<file path="config.mk">
export PLATFORM = sky130hd
export DESIGN_NAME = jts_out_stage
export DESIGN_NICKNAME = d
export VERILOG_FILES = /design/src/rtl/core/jts_pkg.sv /design/src/rtl/core/jts_out_stage.sv
export SDC_FILE = /design/constraint.sdc
export NUM_CORES = 1
export LEC_CHECK = 0
export BUFFER_PORTS_ARGS = -buffer_cell sky130_fd_sc_hd__buf_2
export CORE_MARGIN = 2
export CORE_UTILIZATION = 47
export CTS_CLUSTER_DIAMETER = 120
export CTS_CLUSTER_SIZE = 8
export DETAILED_ROUTE_END_ITERATION = 12
export GPL_ROUTABILITY_DRIVEN = 0
export PLACE_DENSITY = 0.79
export SLEW_MARGIN = 20
export SYNTH_ARGS = -nofsm -noshare
export SYNTH_HDL_FRONTEND = slang
export SYNTH_SLANG_ARGS = --single-unit
</file>
<file path="constraint.sdc">
create_clock -name aclk -period 1.5 [get_ports aclk]
set_input_delay 0.225 -clock aclk [delete_from_list [all_inputs] [get_ports aclk]]
set_output_delay 0.225 -clock aclk [all_outputs]
set_load 0.02 [all_outputs]
</file>
<file path="src/rtl/core/jts_pkg.sv">
`timescale 1ns / 1ps
`default_nettype none

package jts_pkg;

    localparam int unsigned TimeWidth   = 63;
    localparam int unsigned PeriodWidth = 32;
    localparam int unsigned Q16Width    = 17;
    localparam int unsigned ThrWidth    = PeriodWidth + Q16Width;
    localparam int unsigned CfgIdxWidth = 4;
    localparam int unsigned CfgDataWidth = 32;

    localparam logic [Q16Width-1:0]  Q16One   = 17'h10000;
    localparam logic [TimeWidth-1:0] TimeMax  = {TimeWidth{1'b1}};

    // Register reset values: 0.95 and 0.50 in Q16
    localparam logic [Q16Width-1:0] SmoothWeightReset = 17'd62259;
    localparam logic [Q16Width-1:0] JitterLimitReset  = 17'd32768;

    localparam logic [CfgIdxWidth-1:0] CFG_SMOOTH_WEIGHT = 4'd0;
    localparam logic [CfgIdxWidth-1:0] CFG_JITTER_LIMIT  = 4'd1;

    typedef struct packed {
        logic [TimeWidth-1:0]   arrival_time;
        logic [PeriodWidth-1:0] period;
    } in_item_t;

    typedef struct packed {
        logic [TimeWidth-1:0] filtered_time;
        logic                 resynced;
    } out_item_t;

    // Registered item plus its acceptance threshold period * jitter_limit
    typedef struct packed {
        logic [TimeWidth-1:0]   arrival_time;
        logic [PeriodWidth-1:0] period;
        logic [ThrWidth-1:0]    thr;
    } work_t;

endpackage

`default_nettype wire

</file>
<file path="src/rtl/core/jts_out_stage.sv">
`timescale 1ns / 1ps
`default_nettype none

module jts_out_stage
    import jts_pkg::*;
(
    input  wire logic            aclk,
    input  wire logic            aresetn,
    input  wire logic            work_valid,
    input  wire out_item_t       result,
    output logic                 advance,
    output logic [TimeWidth-1:0] last_time,
    output logic                 m_valid,
    input  wire logic            m_ready,
    output out_item_t            m_data
);

    logic                 valid_reg;
    logic                 valid_next;
    out_item_t            data_reg;
    logic [TimeWidth-1:0] last_reg;

    assign advance    = work_valid && (!valid_reg || m_ready);
    assign valid_next = advance ? 1'b1 : (m_ready ? 1'b0 : valid_reg);

    always_ff @(posedge aclk) begin
        if (!aresetn) begin
            valid_reg <= 1'b0;
            last_reg  <= '0;
        end else begin
            valid_reg <= valid_next;
            if (advance) begin
                last_reg <= result.filtered_time;
            end
        end
    end

    always_ff @(posedge aclk) begin
        if (advance) begin
            data_reg <= result;
        end
    end

    assign m_valid   = valid_reg;
    assign m_data    = data_reg;
    assign last_time = last_reg;

endmodule

`default_nettype wire

</file>
* Word-level counts from Yosys, hierarchy flattened
Index checks and enable logic that the tools add are counted. Widths: inputs -> output; s select.
Word-level totals: flip-flop bits (word level) 128, output and inout bits 129, word-level logic and storage cells 10, bits of input ports 68
Operators by class: muxes and demuxes 2, reductions and logical operators 4
Operator list (count):
- $mux 1 | 2
- $reduce_bool 2->1 | 1
- $logic_and 1x1->1 | 1
- $logic_not 1->1 | 1
- $logic_or 1x1->1 | 1

* Logic depth before layout (Yosys ltp)
word-level depth 4, mapped depth 5, depth with buffers taken out 3

* Least setup slack after synthesis
OpenSTA, ideal clock, no wires.
path kind register -> register, start register valid_reg, in the netlist m_valid, end register data_reg, in the netlist m_data[0] (enable), buffers on the path 2, data arrival time 1.128 ns, stages on the path, launching flop included 5, setup slack 0.032 ns, setup time 0.340 ns, period minus slack after synthesis 1.468 ns, data required time 1.160 ns, cell sequence dfxtp_1 nor2b_4 nor2b_2 buf_12 buf_12
Between the ends: word-level cells in the longest chain between the ends 3
Ends and longest elaborated chain:
- start: declaration | line jts_out_stage.sv:18 | logic valid_reg;
- start signal: assignment | line jts_out_stage.sv:31 | valid_reg <= valid_next;
- $logic_not 1->1 | line jts_out_stage.sv:23 | assign advance = work_valid && (!valid_reg || m_ready);
- $logic_or 1x1->1 | line jts_out_stage.sv:23
- $logic_and 1x1->1 | line jts_out_stage.sv:23
- net advance | line jts_out_stage.sv:11 | output logic advance,
- end signal: assignment | line jts_out_stage.sv:40 | data_reg <= result;
- end: declaration | line jts_out_stage.sv:20 | out_item_t data_reg;
The timed path passes the listed nets, and every way through them passes these cells. A chain may end at the register's enable or synchronous reset.

* Worst setup path after layout
start register valid_reg, in the netlist m_valid, end output port advance
Between the ends: word-level cells in the longest chain between the ends 3
Ends and longest elaborated chain (line):
- $logic_not 1->1 | jts_out_stage.sv:23
- $logic_or 1x1->1 | jts_out_stage.sv:23
- $logic_and 1x1->1 | jts_out_stage.sv:23
- end: declaration | jts_out_stage.sv:11
Every way passes these cells.

==> summary.md <==
| Metric | Value |
|---|---|
| Via count | `~3600` |
| Syn nets | `between 400 and 500` |
| Reg2Reg Depth | `5` |
| HPWL Detailed | `slightly above 7000 um` |
| Max-cap viol count | `0` |
| Cell area after synthesis | `around 4500 sq um` |
| Peak supply drop | `roughly 0.0009 V` |
| Crit path kind | `flop to primary output` |
| Max Clock Skew | `0.00548 ns` |
| Drt first pass iters | `7` |
| Clock network power share | `0.461` |
| Worst Path Arrival | `about 1.3 ns` |
| Clock Tree Root | `clkbuf_8` |
| CP Max Fanout | `2` |
| Power Density | `~1400 nW/um^2` |
| WL/cell | `15.4 um` |
| Source of the critical timing path | `m_valid$_SDFFE_PN0P_` |
| Slew margin rel. | `0.819` |
| # setup viols final | `1` |
| Final TNS setup | `-0.0311 ns` |
| Period utilization | `1.02` |
| CTS tree | `built` |
| Placed Cells | `~660` |
| Critical path endpoint | `advance` |
| Core Util, Final | `0.753` |
| Post-route DRC | `0` |
| Number of buffers added on ports | `196` |
| Min setup slack post-route | `-0.0311 ns` |
| Hold Startpoint | `m_ready` |
| Critical path capture point type | `primary output` |
| Clock Latency Late Sink | `slightly below 0.5 ns` |
| Starting Density | `0.487` |
| Initial drt markers | `approximately 120` |
| Post-Syn Instances | `341` |
| H-tree depth | `4` |
| Setup crit start kind | `flop` |
| Row cnt | `35` |
| Switching Share | `0.235` |
| WL final | `11600 um` |
| Slew @ Worst Pin | `about 0.27 ns` |
| Outcome | `complete, but fails checks` |
| Initial antenna violation count | `0` |
| Total CTS buffers | `17` |
| Worst-case clock buffer depth | `2` |
| Sequential Power Share | `0.417` |
| Congestion Overflow GR | `0` |
| Core footprint | `about 9300 sq um` |
| Sink Count | `about 130` |
| Ports | `around 200` |
| First-pass GRT wire length | `about 17000 um` |
| Vias/cell | `4.72` |
| Overall routing resource usage | `0.217` |
| Synth unique cells | `12` |
| Hold Path Class | `primary input to flop` |
| Die area | `10500 sq um` |
| Leak | `~3.2 nW` |
| Register area share after synthesis | `0.704` |
| Final Non-Filler Cells | `approximately 760` |
| Fmax | `around 0.65 GHz` |
| Layout Area Growth over Synthesis | `54.4%` |
| Yosys Warn Count | `0` |
| ANT nets after route | `0` |
| Layout cells sized above 1 | `0.389` |
| Comb pwr share | `0.122` |
| Minimum clock period | `roughly 1.5 ns` |
| Final hold vios | `0` |
| Largest net degree at the start of global routing | `49` |
| RSZ-0062 raised after global routing | `true` |
| Reg2reg start | `m_valid$_SDFFE_PN0P_` |
| Via count of the first global-routing pass | `approximately 3500` |
| Int Power | `around 7.3 mW` |
| Switching power | `2.25 mW` |
| Nets | `683` |
| Count of final max-slew check failures | `0` |
| R2R setup slack | `0.03 ns` |
| CTS clock-pin slew for the worst setup and hold paths | `approximately 0.060 ns` |
| Required time worst endpoint | `1.27 ns` |
| Die width | `~100 um` |
| Die Ht | `roughly 100 um` |
| FF+latch count, synth | `around 130` |
| Synth Area per Inst | `about 13 sq um` |
| Reg2Reg Capture Point | `m_data[30]$_DFFE_PP_` |
| Failing checks | `negative setup slack` |
## worst min-delay path by stage
| stage | endpoint | slack (ns) | depth (start not counted) |
|---|---|---|---|
| CTS | m_valid$_SDFFE_PN0P_ | 0.05 | 3 |
| finish | m_valid$_SDFFE_PN0P_ | 0.08 | 3 |
| floorplan | m_data[0]$_DFFE_PP_ | 0.32 | 0 |
| detailed placement | m_data[0]$_DFFE_PP_ | 0.40 | 1 |
| global placement | m_data[0]$_DFFE_PP_ | 0.40 | 1 |
| global route | m_valid$_SDFFE_PN0P_ | 0.05 | 3 |
## power by group through the flow
stage	Sequential, mW	Clock, mW	Combinational, mW
after floorplan	4.33	0	0.337
after global placement	4.05	0	0.976
after detailed placement	4.06	0	1.00
after CTS	3.99	4.48	1.15
after global routing	4.01	4.64	1.24
final	3.99	4.42	1.17
## placed cells by master, fill, tap and decap left out, types with 2 or more instances in the layout
cell type,n
inv_6,2
nor2b_4,2
dlygate4sd3_1,65
nand2_1,126
clkbuf_16,17
clkinv_4,2
buf_4,7
edfxtp_1,64
clkinvlp_4,2
dfxtp_1,63
mux2i_1,63
buf_12,8
bufinv_16,5
buf_2,194
clkbuf_8,2
## cells in the mapped netlist
cell	instances	area share
nand2_1	126	0.10
dfxtp_1	64	0.28
edfxtp_1	64	0.42
mux2i_1	63	0.14
buf_12	7	0.031
clkbuf_1	7	0.0058
buf_2	5	0.0055
buf_4	1	0.0017
buf_6	1	0.0025
nor2b_2	1	0.0019
nor2b_4	1	0.0030
o21a_1	1	0.0017
## critical path, cell delays in order, from the launching register on
cell,delay [ns]
dfxtp_2,0.32
nor2b_4,0.13
nor2b_4,0.14
buf_12,0.12
buf_8,0.10
## layer usage
| layer | global-route usage | wire, um |
|---|---|---|
| met5 | 0 | 0 |
| met1 | 0.218 | 4170 |
| met3 | 0.0575 | 502 |
| met2 | 0.417 | 6790 |
| met4 | 0.0985 | 184 |
## timing repair
item                                   in CTS  in global routing
gates resized for setup                     4                  0
gates cloned                                0                  1
endpoints found under the hold margin     125                  0
setup endpoints to repair                   1                 25
setup buffers                               2                  0
hold buffers                               65                  0
pin swaps                                   0                  0
## final cells by class
class / count / area, sq um
Antenna cell: 1 / 2.50
Clock inverter: 13 / 209
Multi-Input combinational cell: 192 / 1140
Sequential cell: 128 / 3200
Fill cell: 615 / 2310
Clock buffer: 19 / 432
Timing Repair Buffer: 276 / 1870
Tap cell: 129 / 161
## flip-flops by register name (all words and copies together) (netlist names)
name and cells:
last_time 63, m_valid 1, m_data 64
## stage by stage
| stage | total power, mW | cell area, sq um | setup WS (ns) | hold slack [ns] |
|---|---|---|---|---|
| floorplan | 4.67 | 4550 | 0.0318 | 0.324 |
| global placement | 5.03 | 5680 | 0.197 | 0.402 |
| detailed placement | 5.06 | 5680 | 0.175 | 0.404 |
| CTS | 9.62 | 6990 | -0.0524 | 0.0505 |
| global route | 9.90 | 7020 | -0.0804 | 0.0505 |
| finish | 9.58 | 7020 | -0.0311 | 0.0812 |
## cell families (layout without fill, tap and decap cells)
kind of cell | Yosys count | count (layout) | synth area share
buf+inv | 21 | 308 | 0.0462
flops | 128 | 128 | 0.704
compound gates | 1 | 1 | 0.00165
mux | 63 | 63 | 0.139
other cells | 0 | 1 | 0
simple gates | 128 | 128 | 0.109
No activity file was read; power rests on OpenSTA's default activity.
