==> src/rtl/core/jts_pkg.sv <==
`timescale 1ns / 1ps
`default_nettype none

package jts_pkg;

    localparam int unsigned TimeWidth   = 63;
    localparam int unsigned PeriodWidth = 32;
    localparam int unsigned Q16Width    = 17;
    localparam int unsigned ThrWidth    = PeriodWidth + Q16Width;
    localparam int unsigned CfgIdxWidth = 4;
    localparam int unsigned CfgDataWidth = 32;

    localparam logic [Q16Width-1:0]  Q16One   = 17'h10000;
    localparam logic [TimeWidth-1:0] TimeMax  = {TimeWidth{1'b1}};

    // Register reset values: 0.95 and 0.50 in Q16
    localparam logic [Q16Width-1:0] SmoothWeightReset = 17'd62259;
    localparam logic [Q16Width-1:0] JitterLimitReset  = 17'd32768;

    localparam logic [CfgIdxWidth-1:0] CFG_SMOOTH_WEIGHT = 4'd0;
    localparam logic [CfgIdxWidth-1:0] CFG_JITTER_LIMIT  = 4'd1;

    typedef struct packed {
        logic [TimeWidth-1:0]   arrival_time;
        logic [PeriodWidth-1:0] period;
    } in_item_t;

    typedef struct packed {
        logic [TimeWidth-1:0] filtered_time;
        logic                 resynced;
    } out_item_t;

    // Registered item plus its acceptance threshold period * jitter_limit
    typedef struct packed {
        logic [TimeWidth-1:0]   arrival_time;
        logic [PeriodWidth-1:0] period;
        logic [ThrWidth-1:0]    thr;
    } work_t;

endpackage

`default_nettype wire

==> src/rtl/core/jts_in_stage.sv <==
`timescale 1ns / 1ps
`default_nettype none

module jts_in_stage
    import jts_pkg::*;
(
    input  wire logic                aclk,
    input  wire logic                aresetn,
    input  wire logic                s_valid,
    output logic                     s_ready,
    input  wire in_item_t            s_data,
    input  wire logic [Q16Width-1:0] jitter_limit,
    input  wire logic                advance,
    output logic                     work_valid,
    output work_t                    work
);

    logic  valid_reg;
    logic  valid_next;
    work_t work_reg;
    logic  load;

    // Take a new item when empty or when the held one moves on
    assign s_ready    = !valid_reg || advance;
    assign load       = s_valid && s_ready;
    assign valid_next = load ? 1'b1 : (advance ? 1'b0 : valid_reg);

    always_ff @(posedge aclk) begin
        if (!aresetn) begin
            valid_reg <= 1'b0;
        end else begin
            valid_reg <= valid_next;
        end
    end

    always_ff @(posedge aclk) begin
        if (load) begin
            work_reg.arrival_time <= s_data.arrival_time;
            work_reg.period       <= s_data.period;
            work_reg.thr          <= {{Q16Width{1'b0}}, s_data.period}
                                   * {{PeriodWidth{1'b0}}, jitter_limit};
        end
    end

    assign work_valid = valid_reg;
    assign work       = work_reg;

endmodule

`default_nettype wire

==> config.mk <==
export PLATFORM = sky130hd
export DESIGN_NAME = jts_in_stage
export DESIGN_NICKNAME = d
export VERILOG_FILES = /design/src/rtl/core/jts_pkg.sv /design/src/rtl/core/jts_in_stage.sv
export SDC_FILE = /design/constraint.sdc
export NUM_CORES = 1
export LEC_CHECK = 0
export BUFFER_PORTS_ARGS = -buffer_cell sky130_fd_sc_hd__buf_2
export CAP_MARGIN = 20
export CORE_MARGIN = 2
export CORE_UTILIZATION = 57
export DETAILED_ROUTE_END_ITERATION = 10
export HOLD_SLACK_MARGIN = 0.05
export PLACE_DENSITY = 0.78
export SYNTH_ARGS = -nofsm -noshare
export SYNTH_HDL_FRONTEND = slang
export SYNTH_SLANG_ARGS = --single-unit
==> constraint.sdc <==
create_clock -name aclk -period 17.24 [get_ports aclk]
set_input_delay 3.448 -clock aclk [delete_from_list [all_inputs] [get_ports aclk]]
set_output_delay 3.448 -clock aclk [all_outputs]
set_load 0.01 [all_outputs]
Word level (Yosys, flattened, before mapping)
Index checks and enable logic that the tools add are counted. Widths: inputs -> output; s select.

Output and inout port bits: 146. Register bits after elaboration: 145. Logic and storage cells: 11. Input port bits: 116.

$mul: 1. Reductions and logical operators: 4. Multiplexer cells: 2.

Operator list (count): $mul 32x17->49 (1); $mux 1 (2); $reduce_bool 2->1 (1); $logic_and 1x1->1 (1); $logic_not 1->1 (1); $logic_or 1x1->1 (1).

Logic depth before layout (Yosys ltp)
Gate-level depths: netlist of run 1.

Word-level depth: 4. Gate-level depth with buffers: 25. Gate-level depth less buffers: 23.

Worst setup path after synthesis of run 1
Ideal clock, no wire load.

Path type: input-to-reg. From: input port s_data[29] (netlist name). To: register work_reg (netlist bit work[46]), data pin. Data required time: 16.970 ns. Slack: 8.237 ns. Arrival time: 8.733 ns. Stages on the path: 24. Path buffers: 2. Library setup time: 0.270 ns. Path through: clkbuf_1 > clkbuf_1 > nand2_1 > fa_1 > inv_1 > fa_1 > inv_1 > fa_1 > inv_1 > fa_1 > fa_1 > inv_1 > fa_1 > inv_1 > ha_1 > a21o_1 > a21oi_1 > o21ai_0 > a21oi_1 > o21a_1 > o211ai_1 > o211ai_1 > o41ai_2 > xor2_1.

Word-level cells in the longest chain between the ends: 1.

RTL lines: start: declaration (line jts_in_stage.sv:11) `input wire in_item_t s_data,`; $mul 32x17->49 (line jts_in_stage.sv:41) `* {{PeriodWidth{1'b0}}, jitter_limit};`; end: declaration (line jts_in_stage.sv:20) `work_t work_reg;`.

Every way passes these cells. A chain may end at the register's enable or synchronous reset.

Final worst setup path of run 1
From: input port jitter_limit[2]. To: register work_reg (netlist bit work[39]), data pin.

Word-level cells in the longest chain between the ends: 1.

RTL lines: start: declaration (line jts_in_stage.sv:12) `input wire logic [Q16Width-1:0] jitter_limit,`; $mul 32x17->49 (line jts_in_stage.sv:41).

Every way passes these cells.

==> out/qor.csv, run 1 <==
stage,metric,value,unit
drt,drcViolationCount,0,
die,die_h,200,um
sta,setup_ws,7590,ps
sta,slew_headroom,0.397,
setup_path,criticalPathCategory,input port to register,
sta,period_needed,9650,ps
die,dieArea,39900,um^2
setup_path,end_kind,register,
drt,via_count,16100,
sta,whs,554,ps
yosys,yosysTopAreaCell,fa_1,
sta,rsz0062_at_grt,false,
clock_tree,cts.sinks,145,
finish,drive_above_1_share,0.133,
global_routing,grt.overflow.total,0,
place,io_buffers,261,
global_routing,antenna_found_initial,0,
setup_path,max_stage_delay,580,ps
global_routing,grt.total_usage,0.306,
yosys,synth_cell_type_count,66,
setup_path,cp.arrival,9850,ps
clock_tree,post_cts_buffers,0,
setup_path,crit_required,17430,ps
yosys,synth_area,21900,um^2
sta,worstMarginPinSlew,905,ps
finish,largest_register_ffs,144,
setup_path,crit_path_start_kind,input port,
yosys,synth_area_leaders,"fa_1 (41%), edfxtp_1 (20%), inv_1 (8.9%), ha_1 (7.0%), nand2_1 (6.2%)",
setup_path,critPathSlowestCell,buf_2,
drt,routed_via_density,5.52,
drt,ant_nets,0,
run,maxCapViolations,0,
yosys,ys_warn_count,0,
clock_tree,cts_hold_buf,0,
die,die_x,200,um
drt,drt_iter0_markers,1043,
die,design.core.area,37800,um^2
yosys,yosys.area.top_type_share,0.411,
clock_tree,cts_buffer_depth,2,
sta,post-route-period-util,0.560,
yosys,syn_inst,2197,
clock_tree,root_buffer,clkbuf_16,
setup_path,path_common_cell,fa_1,
drt,drt_pass1_iterations,5,
finish,multi_input_area,15200,um^2
yosys,synth_most_common_cell,inv_1,
drt,totalWireLength,57.1,mm
yosys,yosys_most_used_dff,edfxtp_1,
global_routing,grt_pass1_wl,91.3,mm
yosys,async_flop_share,0,
finish,layout.nets,3071,
finish,area_delta_synth_final,9.84,%
finish,instances_no_fill,2907,
yosys,ys_seq_area_frac,0.199,
global_routing,grt_max_degree,73,
sta,slew_violations,0,
global_routing,grt_pass1_vias,17800,
yosys,ys_ff_latch,145,
yosys,syn-num-nets,2885,
clock_tree,cts.clk_slew.worst_paths,70,ps
place,place_ws,7170,ps
finish,seqCellArea,4340,um^2
setup_path,cp_cell_sequence,"buf_2, nand2_1, fa_1, fa_1, fa_1, inv_1, fa_1, fa_1, inv_1, fa_1, inv_1, ha_1, and2_1, nand4_1, a211oi_1, nor2_1, and3_1, nor3_2, a21boi_1, o21ai_0, xor2_1",
clock_tree,cts_max_level,4,
drt,wl_per_cell,19.6,um
sta,setup_tns,0,ps
place,dpl.hpwl,42.4,mm
yosys,synth.avg_cell_area,9.95,um^2
sta,max_freq,104,MHz
setup_path,path_max_fanout,32,
yosys,synth_edf_count,144,
finish,fillers,3026,
place,dp.cells,2875,
die,rows,71,
sta,hold_viol_final,0,
status,status,"finished, final reports clean",
sta,finalSetupViolations,0,
min_path,hp-class,register to register,
finish,diodes,0,
clock_tree,cts_made_buffers,17,
clock_tree,clock_latency,480,ps
die,io_pins,262,
clock_tree,cts_tree,yes,
place,gp_congestion,0.886,
die,start_util,0.579,
yosys,synth_common_cells,"inv_1 (518), fa_1 (449), nand2_1 (362)",
sta,fin_skew,13.9,ps
clock_tree,post_cts_resized,0,
==> layout make-up <==
cell class,count,share of cell area
Multi-Input combinational cell,1437,0.631
Sequential cell,145,0.181
Inverter,518,0.0810
Timing Repair Buffer,264,0.0553
Tap cell,511,0.0266
Clock buffer,17,0.0177
Clock inverter,15,0.00719
==> layer usage <==
layer | GRT usage | wire length, um | vias to the layer above
li1 | - | - | 6906
met4 | 0.187 | 3530 | 0
met1 | 0.346 | 20100 | 8131
met3 | 0.0578 | 4300 | 222
met5 | 0 | 0 | -
met2 | 0.539 | 29200 | 791
==> critical path: cells and delay by family <==
family | cells | cell delay (ps)
AOI/OAI and AO/OA | 3 | 650
buffers and inverters | 4 | 730
xor gates and xnor gates | 1 | 130
and+or+nand+nor | 6 | 1380
adders and majority gates | 7 | 3480
==> path summary, 6_finish.rpt <==
path / from / to / slack [ps] / depth (start not counted)
max: jitter_limit[2] / work[39] / 7590 / 21
min reg2reg: work_valid / work_valid / 550 / 2
min: work_valid / work_valid / 550 / 2
max reg2reg: work_valid / work[39] / 14540 / 4
==> logic make-up (layout without fill, tap and decap cells) <==
logic type / Yosys count / after routing / share of synthesized area
compound gates: 156 / 156 / 0.0480
buf+inv: 615 / 814 / 0.108
fa+ha+maj: 572 / 572 / 0.482
flops: 145 / 145 / 0.199
xor+xnor: 43 / 43 / 0.0172
simple gates: 666 / 666 / 0.147
==> placed cells by master, fill, tap and decap left out, drive strengths merged, types with 5 or more instances in the layout <==
cell,Yosys,routed
o21a,5,5
buf,3,264
nand3,11,11
o211ai,7,7
a21o,27,27
a21oi,49,49
xor2,18,18
nor2,31,31
inv,518,529
o21ai,32,32
fa,449,449
nor3,8,8
nand4,5,5
nand2,362,362
ha,123,123
clkbuf,91,17
edfxtp,144,144
and2,217,217
xnor2,25,25
and3,15,15
o21bai,5,5
a31oi,8,8
nor2b,5,5
nand2b,5,5
==> through the flow <==
step                area (um^2)   util
floorplan                 21900      -
global placement          23400  0.620
detailed placement        23400  0.620
global route              24000  0.636
finish                    24000  0.636
CTS                       24000  0.636
Power of run 1 is not shown: default switching activity piles up to over one toggle a cycle in this logic, so the estimate is an artifact.
==> run 2, diff against run 1 <==
- CORE_UTILIZATION: 57 -> 55
- PLACE_DENSITY: 0.78 -> 0.79
- clock period: 17.24 -> 8.1 ns (I/O delays scaled with it)
==> out/qor.csv, run 2 (synthesis gave the netlist of run 1 again) <==
stage,metric,value,unit,change
status,status,"finished, final reports clean",,
place,dp.cells,2936,,+2.1%
die,die_x,203,um,+1.8%
min_path,hp-class,register to register,,
setup_path,path_max_fanout,18,,-44%
sta,slew_violations,0,,unchanged
clock_tree,post_cts_buffers,0,,unchanged
global_routing,grt_max_degree,66,,-9.6%
run,maxCapViolations,0,,unchanged
global_routing,grt_pass1_vias,17800,,-0.045%
finish,final_cell_mix,"inv_1 (518), fa_1 (449), nand2_1 (362)",,
place,post_dp_cell_area,23800,um^2,+1.6%
sta,period_needed,7540,ps,
finish,fillers,3244,,+7.2%
clock_tree,root_buffer,clkbuf_16,,
clock_tree,cts_buffer_depth,2,,unchanged
global_routing,antenna_found_initial,0,,unchanged
clock_tree,post_cts_resized,0,,unchanged
finish,design_area,24400,um^2,+1.6%
clock_tree,clock_latency,460,ps,-20 ps
finish,area_delta_synth_final,11.5,%,
setup_path,max_stage_delay,580,ps,about the same
sta,setup_ws,562,ps,-7020 ps
die,design.core.area,39500,um^2,+4.5%
drt,routed_via_density,5.46,,-1.1%
die,die_h,203,um,+1.8%
clock_tree,cts_tree,yes,,
setup_path,cp_cell_sequence,"buf_2, buf_4, nand2_1, fa_1, inv_1, fa_1, fa_1, fa_1, fa_1, fa_1, ha_1, and3_1, nand3_1, nor3_1, o211ai_1, buf_4, a31oi_1, nor2_1, o211a_1, o21ai_1, xor2_1",,
global_routing,grt.total_usage,0.292,,-0.0144
setup_path,critPathSlowestCell,fa_1,,
finish,layout_commonest_cell,inv_1,,
drt,wl_per_cell,19.1,um,-2.5%
sta,rsz0062_at_grt,false,,
die,rows,73,,+2.8%
sta,max_freq,133,MHz,
drt,drcViolationCount,0,,unchanged
finish,largest_register_ffs,144,,unchanged
die,start_util,0.554,,-0.0250
setup_path,crit_path_start_kind,input port,,
setup_path,crit_required,8320,ps,-9110 ps
clock_tree,cts.clk_slew.worst_paths,80,ps,about the same
setup_path,criticalPathCategory,input port to register,,
drt,drt_iter0_markers,1160,,+11%
global_routing,grt_pass1_wl,91.4,mm,about the same
setup_path,end_kind,register,,
finish,layout.nets,3118,,+1.5%
clock_tree,cts.sinks,145,,unchanged
die,io_pins,262,,unchanged
clock_tree,cts_max_level,4,,unchanged
clock_tree,cts_hold_buf,0,,unchanged
sta,post-route-period-util,0.931,,
place,place_ws,176,ps,-6990 ps
clock_tree,cts_made_buffers,17,,unchanged
sta,fin_skew,15.9,ps,+2.03 ps
drt,drt_pass1_iterations,7,,+2
sta,setup_tns,0,ps,unchanged
sta,hold_viol_final,0,,unchanged
sta,finalSetupViolations,0,,unchanged
setup_path,path_common_cell,fa_1,,
drt,ant_nets,0,,unchanged
drt,via_count,16200,,+1.0%
place,io_buffers,261,,unchanged
global_routing,grt.overflow.total,0,,unchanged
place,dpl.hpwl,44.8,mm,+5.8%
drt,totalWireLength,56.8,mm,-0.46%
setup_path,critPathTopFamily,adder cells,,
die,dieArea,41400,um^2,+3.6%
finish,instances_no_fill,2969,,+2.1%
setup_path,cp.arrival,7760,ps,-2090 ps
setup_path,critPathBufInv,4,,unchanged
sta,worstMarginPinSlew,802,ps,-103 ps
sta,slew_headroom,0.465,,+0.0688
finish,drive_above_1_share,0.150,,+0.0167
place,gp_congestion,0.946,,+6.7%
==> run 2: cell types whose count changed in the layout (fill, tap and decap cells not counted) <==
cell / before / now
buf_4: 3 / 49
buf_12: 0 / 1
clkinv_2: 0 / 1
clkinv_4: 0 / 1
diode_2: 0 / 1
inv_12: 1 / 0
inv_6: 5 / 4
==> run 2: layout make-up <==
class                   count  area [um^2]  share of cell area
inverters                 518         1940              0.0797
repair buffers            311         1690              0.0695
clock inverters            15          161             0.00662
diodes                      1         2.50            0.000103
multi-input cells        1437        15200               0.622
well taps                 525          657              0.0269
flip-flops and latches    145         4340               0.178
clock buffers              17          425              0.0174
==> run 2: worst paths after layout <==
check | from | to | slack (ps) | cells past startpoint
max | jitter_limit[8] | work[45] | 560 | 21
min | work_valid | work_valid | 540 | 2
max reg2reg | work_valid | work[66] | 5410 | 4
min reg2reg | work_valid | work_valid | 540 | 2
==> run 2: per-stage QoR <==
| step | hold slack [ps] | utilization |
|---|---|---|
| 6_report | 543 | 0.618 |
| 5_1_grt | 588 | 0.618 |
| 4_1_cts | 544 | 0.618 |
| 3_5_place_dp | 535 | 0.603 |
| 3_3_place_gp | 508 | 0.603 |
| 2_1_floorplan | 610 | - |
==> run 2: tightest hold or removal path, cell delays in order, from the launching register on <==
cell and delay (ps):
dfxtp_1 310, nand2b_1 100, a21boi_0 90
==> run 2: metal layers <==
metal	routed length, um	global-route usage	vias to the layer above
met3	3910	0.0564	208
met1	20400	0.336	8282
met2	29000	0.505	734
met5	0	0	-
met4	3530	0.178	0
li1	-	-	6994
Power of run 2 is left out for the same reason.
